## config.mk

```make
export PLATFORM = sky130hd
export DESIGN_NAME = c8_alu
export DESIGN_NICKNAME = d
export VERILOG_FILES = /design/src/design/chip8_instruction_core_macros.svh /design/src/design/c8_pkg.sv /design/src/design/c8_alu.sv
export SDC_FILE = /design/constraint.sdc
export NUM_CORES = 1
export LEC_CHECK = 0
export ABC_CLOCK_PERIOD_IN_PS = 2900
export BUFFER_PORTS_ARGS = -buffer_cell sky130_fd_sc_hd__buf_2
export CORE_ASPECT_RATIO = 0.8
export CORE_MARGIN = 10
export CORE_UTILIZATION = 45
export DETAILED_ROUTE_END_ITERATION = 8
export GPL_TIMING_DRIVEN = 0
export PLACE_DENSITY_LB_ADDON = 0.25
export SETUP_SLACK_MARGIN = 0.5
export SYNTH_ARGS = -nofsm -noshare
export SYNTH_HDL_FRONTEND = slang
export SYNTH_SLANG_ARGS = --single-unit
```

## constraint.sdc

```tcl
create_clock -name vclk -period 2.9
set_input_delay 0.435 -clock vclk [all_inputs]
set_output_delay 0.435 -clock vclk [all_outputs]
set_load 0.01 [all_outputs]
```

## src/design/chip8_instruction_core_macros.svh

```systemverilog
// Assertion macros shared by the CHIP-8 core modules.
`ifndef CHIP8_INSTRUCTION_CORE_MACROS_SVH
`define CHIP8_INSTRUCTION_CORE_MACROS_SVH

// Checks the consequent in the same cycle as the antecedent.
`define C8_ASSERT_NOW(lbl, ante, cons, msg) \
    lbl: assert property (@(posedge i_clk) disable iff (!i_rst_n) (ante) |-> (cons)) \
        else $error(msg);

// Checks the consequent in the cycle after the antecedent.
`define C8_ASSERT_NEXT(lbl, ante, cons, msg) \
    lbl: assert property (@(posedge i_clk) disable iff (!i_rst_n) (ante) |=> (cons)) \
        else $error(msg);

`endif

```

## src/design/c8_pkg.sv

```systemverilog
// Types, constants and helper functions of the CHIP-8 instruction core.
package c8_pkg;

    localparam int MEM_BYTES     = 4096;
    localparam int ADDR_W        = 12;
    localparam int SCREEN_WIDTH  = 64;
    localparam int SCREEN_HEIGHT = 32;
    localparam int FONT_BYTES    = 80;

    localparam logic [11:0] START_PC  = 12'h200;
    localparam logic [11:0] FONT_BASE = 12'h050;

    localparam logic [1:0] REQ_LOAD = 2'd0;
    localparam logic [1:0] REQ_EXEC = 2'd1;
    localparam logic [1:0] REQ_TICK = 2'd2;
    localparam logic [1:0] REQ_ROW  = 2'd3;

    localparam logic [3:0] OPG_SYS   = 4'h0;
    localparam logic [3:0] OPG_JMP   = 4'h1;
    localparam logic [3:0] OPG_CALL  = 4'h2;
    localparam logic [3:0] OPG_SEQI  = 4'h3;
    localparam logic [3:0] OPG_SNEI  = 4'h4;
    localparam logic [3:0] OPG_SEQR  = 4'h5;
    localparam logic [3:0] OPG_LDI   = 4'h6;
    localparam logic [3:0] OPG_ADDI  = 4'h7;
    localparam logic [3:0] OPG_ALU   = 4'h8;
    localparam logic [3:0] OPG_SNER  = 4'h9;
    localparam logic [3:0] OPG_SETI  = 4'hA;
    localparam logic [3:0] OPG_JMPV  = 4'hB;
    localparam logic [3:0] OPG_RND   = 4'hC;
    localparam logic [3:0] OPG_DRAW  = 4'hD;
    localparam logic [3:0] OPG_KEY   = 4'hE;
    localparam logic [3:0] OPG_MISC  = 4'hF;

    localparam logic [15:0] OP_CLS = 16'h00E0;
    localparam logic [15:0] OP_RET = 16'h00EE;

    localparam logic [3:0] AL_MOV  = 4'h0;
    localparam logic [3:0] AL_OR   = 4'h1;
    localparam logic [3:0] AL_AND  = 4'h2;
    localparam logic [3:0] AL_XOR  = 4'h3;
    localparam logic [3:0] AL_ADD  = 4'h4;
    localparam logic [3:0] AL_SUB  = 4'h5;
    localparam logic [3:0] AL_SHR  = 4'h6;
    localparam logic [3:0] AL_RSUB = 4'h7;
    localparam logic [3:0] AL_SHL  = 4'hE;

    localparam logic [7:0] NN_SKP   = 8'h9E;
    localparam logic [7:0] NN_SKNP  = 8'hA1;
    localparam logic [7:0] NN_GETDT = 8'h07;
    localparam logic [7:0] NN_WKEY  = 8'h0A;
    localparam logic [7:0] NN_SETDT = 8'h15;
    localparam logic [7:0] NN_SETST = 8'h18;
    localparam logic [7:0] NN_ADDI  = 8'h1E;
    localparam logic [7:0] NN_FONT  = 8'h29;
    localparam logic [7:0] NN_BCD   = 8'h33;
    localparam logic [7:0] NN_STORE = 8'h55;
    localparam logic [7:0] NN_LOAD  = 8'h65;

    localparam logic [7:0] FONT_ROM [FONT_BYTES] = '{
        8'hF0, 8'h90, 8'h90, 8'h90, 8'hF0, 8'h20, 8'h60, 8'h20, 8'h20, 8'h70,
        8'hF0, 8'h10, 8'hF0, 8'h80, 8'hF0, 8'hF0, 8'h10, 8'hF0, 8'h10, 8'hF0,
        8'h90, 8'h90, 8'hF0, 8'h10, 8'h10, 8'hF0, 8'h80, 8'hF0, 8'h10, 8'hF0,
        8'hF0, 8'h80, 8'hF0, 8'h90, 8'hF0, 8'hF0, 8'h10, 8'h20, 8'h40, 8'h40,
        8'hF0, 8'h90, 8'hF0, 8'h90, 8'hF0, 8'hF0, 8'h90, 8'hF0, 8'h10, 8'hF0,
        8'hF0, 8'h90, 8'hF0, 8'h90, 8'h90, 8'hE0, 8'h90, 8'hE0, 8'h90, 8'hE0,
        8'hF0, 8'h80, 8'h80, 8'h80, 8'hF0, 8'hE0, 8'h90, 8'h90, 8'h90, 8'hE0,
        8'hF0, 8'h80, 8'hF0, 8'h80, 8'hF0, 8'hF0, 8'h80, 8'hF0, 8'h80, 8'h80
    };

    typedef enum logic [3:0] {
        ALU_MOV, ALU_OR, ALU_AND, ALU_XOR, ALU_ADD, ALU_SUB, ALU_RSUB, ALU_SHR, ALU_SHL
    } t_alu_op;

    typedef enum logic [4:0] {
        S_INIT, S_IDLE, S_FETCH_HI, S_FETCH_LO, S_READ_X, S_READ_Y, S_READ_V0, S_EXEC,
        S_WR_VF, S_CLS, S_DRAW_REQ, S_DRAW_ROW, S_BCD, S_ST_RD, S_ST_WR, S_LD_RD,
        S_LD_WR, S_ROW_RD, S_ROW_CAP, S_DONE
    } t_state;

    typedef struct packed {
        logic [1:0]  req_type;
        logic [11:0] load_address;
        logic [7:0]  load_byte;
        logic [15:0] keys_pressed;
        logic [7:0]  random_byte;
        logic [4:0]  row_select;
    } t_req;

    typedef struct packed {
        logic [11:0] pc_now;
        logic        sound_on;
        logic        waiting_key;
        logic [63:0] row_pixels;
    } t_rsp;

    typedef struct packed {
        logic [7:0] res;
        logic       flag;
        logic       eq;
    } t_alu_out;

    // Reset contents of main memory: the hex font, zeros elsewhere.
    function automatic logic [7:0] font_byte(input logic [11:0] addr);
        logic [11:0] off;
        off = addr - FONT_BASE;
        if (addr >= FONT_BASE && off < 12'(FONT_BYTES)) begin
            return FONT_ROM[off[6:0]];
        end
        return 8'h00;
    endfunction

    // One decimal digit of an 8-bit value: 0 hundreds, 1 tens, 2 units.
    function automatic logic [3:0] bcd_digit(input logic [7:0] v, input logic [1:0] pos);
        logic [7:0] r;
        logic [3:0] h;
        logic [3:0] t;
        logic [7:0] u;
        if (v >= 8'd200) begin
            h = 4'd2;
            r = v - 8'd200;
        end else if (v >= 8'd100) begin
            h = 4'd1;
            r = v - 8'd100;
        end else begin
            h = 4'd0;
            r = v;
        end
        t = 4'd0;
        for (int k = 1; k <= 9; k++) begin
            if (r >= 8'(k * 10)) begin
                t = 4'(k);
            end
        end
        u = r - {1'b0, t, 3'b000} - {3'b000, t, 1'b0};
        case (pos)
            2'd0:    return h;
            2'd1:    return t;
            default: return u[3:0];
        endcase
    endfunction

endpackage

```

## src/design/c8_alu.sv

```systemverilog
// Shared 8-bit arithmetic, logic, shift and compare unit of the core.
module c8_alu (
    input  c8_pkg::t_alu_op  i_op,
    input  logic [7:0]       i_a,
    input  logic [7:0]       i_b,
    output c8_pkg::t_alu_out o_out
);
    import c8_pkg::*;

    logic [8:0] sum;

    assign sum = {1'b0, i_a} + {1'b0, i_b};

    always_comb begin
        o_out.eq   = (i_a == i_b);
        o_out.flag = 1'b0;
        o_out.res  = i_b;
        unique case (i_op)
            ALU_MOV: o_out.res = i_b;
            ALU_OR:  o_out.res = i_a | i_b;
            ALU_AND: o_out.res = i_a & i_b;
            ALU_XOR: o_out.res = i_a ^ i_b;
            ALU_ADD: begin
                o_out.res  = sum[7:0];
                o_out.flag = sum[8];
            end
            ALU_SUB: begin
                o_out.res  = i_a - i_b;
                o_out.flag = (i_a >= i_b);
            end
            ALU_RSUB: begin
                o_out.res  = i_b - i_a;
                o_out.flag = (i_b >= i_a);
            end
            ALU_SHR: begin
                o_out.res  = {1'b0, i_b[7:1]};
                o_out.flag = i_b[0];
            end
            ALU_SHL: begin
                o_out.res  = {i_b[6:0], 1'b0};
                o_out.flag = i_b[7];
            end
            default: o_out.res = i_b;
        endcase
    end
endmodule

```

==> results.txt <==
Power per cell area: 192 nW/um2
Max_cap viols: 0
1st-iter DRT viols: 407
Die extent in y: 78.0 um
Area growth syn-to-layout: 46.7%
M2 GR Usage: 0.305
Total Routing Usage GR: 0.195
Crit path DAT: 2.46 ns
Synth Instances: 275
Fmax: 345 MHz
CP Max Fanout: 5
Post-Syn Area: 1890 um2
Hold crit path type: input pin to output pin
Final count of pins violating max slew: 0
Mean Syn Cell Area: 6.87 um2
Largest net degree at the start of global routing: 11
Final hold violation count: 0
Nature of the critical path endpoint: output pin
Die width: 92.5 um
CORE AREA: 3930 um2
Distinct cells, synth: 53
GRT overflow: 0
Synth top area cells: ha_1 23%, nor2_1 6.4%, inv_1 4.8%
Wirelength, routed: 7830 um
Worst Tran Pin Value: 0.569 ns
Vias in the first global route: 2368
Initial antenna violation count: 0
Maximum vdd drop: 0.000104 V
Minimum clock period: 2.90 ns
Filler Cell Count: 318
Met3 Resource Use GR: 0.0462
DRT antenna net count: 0
GPL Wtd Cong: 1.06
Crit start category: input pin
Hold Path Cell Cnt: 4
Via-to-Cell Ratio: 6.66
Max_slew headroom: 0.619
Yosys top cell area share: 0.225
DRC: 0
Via count: 2529
Area taken by flip-flops and latches: 0 um2
IO Count: 30
Seq cells: 0
Status: completed
Hold_sp: i_b[2]
Die area: 7210 um2
Total power: 531 uW
Setup TNS: 0 ns
Static leakage: 1.16 nW
RSZ-0062 raised after global routing: yes
Setup-failing EPs final: 0
Met1 Track Usage GR: 0.262
Layout clock buffers: 0
IO Port Bufs: 29
Fin crit share: 0.998
Cts hold-fix bufs: 0
Std-Cell Rows: 20
HPWL Detailed: 5470 um
Diodes inserted: 0
Gr busiest metal: met2
Yosys top cell by area: ha_1
Nets: 384
Footprint of the multi-input gates: 2060 um2
Hold EP: o_out[4]
Syn nets: 332
Synth Warn #: 0
Initial core utilization: 0.481
Layout cells sized above 1: 0.403
Fin cells: 380
DR pass1 iterations: 7
First-pass GRT wire length: 11900 um
CP required: 2.47 ns
Sequential share of the synthesized area: 0
Placed Cells: 359
Wirelength per Cell: 20.6 um
CP Class: input pin to output pin
[per-layer routing]
metal	part of all wire	routed length [um]
met2	0.42	3320
met3	0.14	1120
met5	0	0
met4	0.042	328
met1	0.39	3060
[through the flow]
step                      utilization  hold slack, ns  setup slack [ns]  area [um2]
final                           0.706            1.27           0.00447        2770
after global routing            0.706            1.29           -0.0765        2770
after CTS                       0.648            1.25            0.0182        2540
after detailed placement        0.551            1.28            -0.225        2160
after global placement          0.551            1.28            -0.207        2160
after floorplan                     -            1.03             0.253        1950
[cells in the mapped netlist (4+ instances only)]
library cell	count
o21ai_0	17
nor3_1	12
nor2_1	32
ha_1	34
a21oi_1	17
nand2b_1	6
xnor2_1	5
a211oi_1	6
inv_1	24
mux2_2	6
o22ai_1	4
nand2_1	16
clkbuf_1	11
o21a_1	5
a32oi_1	4
o221ai_1	6
nor2b_1	5
[final cells by class]
type               count  area share
well taps             55      0.0248
multi-input cells    234       0.744
plain buffers         17      0.0375
repair buffers        50       0.148
inverters             24      0.0456
[cells in the final DEF (no fill, tap or decap), drive strengths merged, types with 3 or more instances in the layout]
| cell type | synthesis | layout |
|---|---|---|
| buf | 6 | 57 |
| ha | 34 | 34 |
| nor2 | 32 | 32 |
| inv | 24 | 23 |
| o21ai | 17 | 17 |
| a21oi | 17 | 17 |
| nand2 | 16 | 16 |
| nor3 | 12 | 12 |
| clkbuf | 11 | 10 |
| nand2b | 6 | 6 |
| mux2 | 6 | 6 |
| a211oi | 6 | 6 |
| nor2b | 6 | 6 |
| o221ai | 6 | 6 |
| o21a | 5 | 5 |
| xnor2 | 5 | 5 |
| o22ai | 4 | 4 |
| a32oi | 4 | 4 |
| a22oi | 3 | 3 |
| mux2i | 3 | 3 |
| nand4 | 3 | 3 |
| fa | 3 | 3 |
| or4 | 3 | 3 |
| o31ai | 3 | 3 |
| or3 | 3 | 3 |
| a221oi | 3 | 3 |
| xor2 | 3 | 3 |
[report_power, final]
part	internal (mW)	total [mW]	switching, mW
clock	0	0	0
combinational	0.239	0.531	0.292
sequential	0	0	0
[worst max-delay path, cell delays in order]
cell and delay (ns):
buf_8 0.11, ha_4 0.16, inv_2 0.05, fa_2 0.22
nor2b_4 0.05, o31a_1 0.28, o21a_1 0.21, mux2_4 0.27
a32o_1 0.21, o32a_1 0.30, buf_2 0.15
[worst max path at each step]
stage,start,endpoint,slack [ns],cells after the start
finish,i_b[0],o_out[8],0.004,11
floorplan,i_b[2],o_out[8],0.25,9
global route,i_b[1],o_out[7],-0.08,11
detailed placement,i_b[2],o_out[8],-0.23,11
global placement,i_b[2],o_out[8],-0.21,11
CTS,i_a[2],o_out[8],0.02,11
[kinds of logic after synthesis]
family | after synthesis | synth area share
compound gates | 90 | 0.334
simple gates | 90 | 0.234
buf+inv | 41 | 0.0874
fa+ha+maj | 37 | 0.257
mux | 9 | 0.0516
xor+xnor | 8 | 0.0371
[repair_timing]
item                       CTS  global route
pin swaps                   24            23
gates cloned                 0             0
buffers inserted            16             5
setup endpoints to repair   10            10
resized for setup           77            47
(Power assumes the default switching activity.)
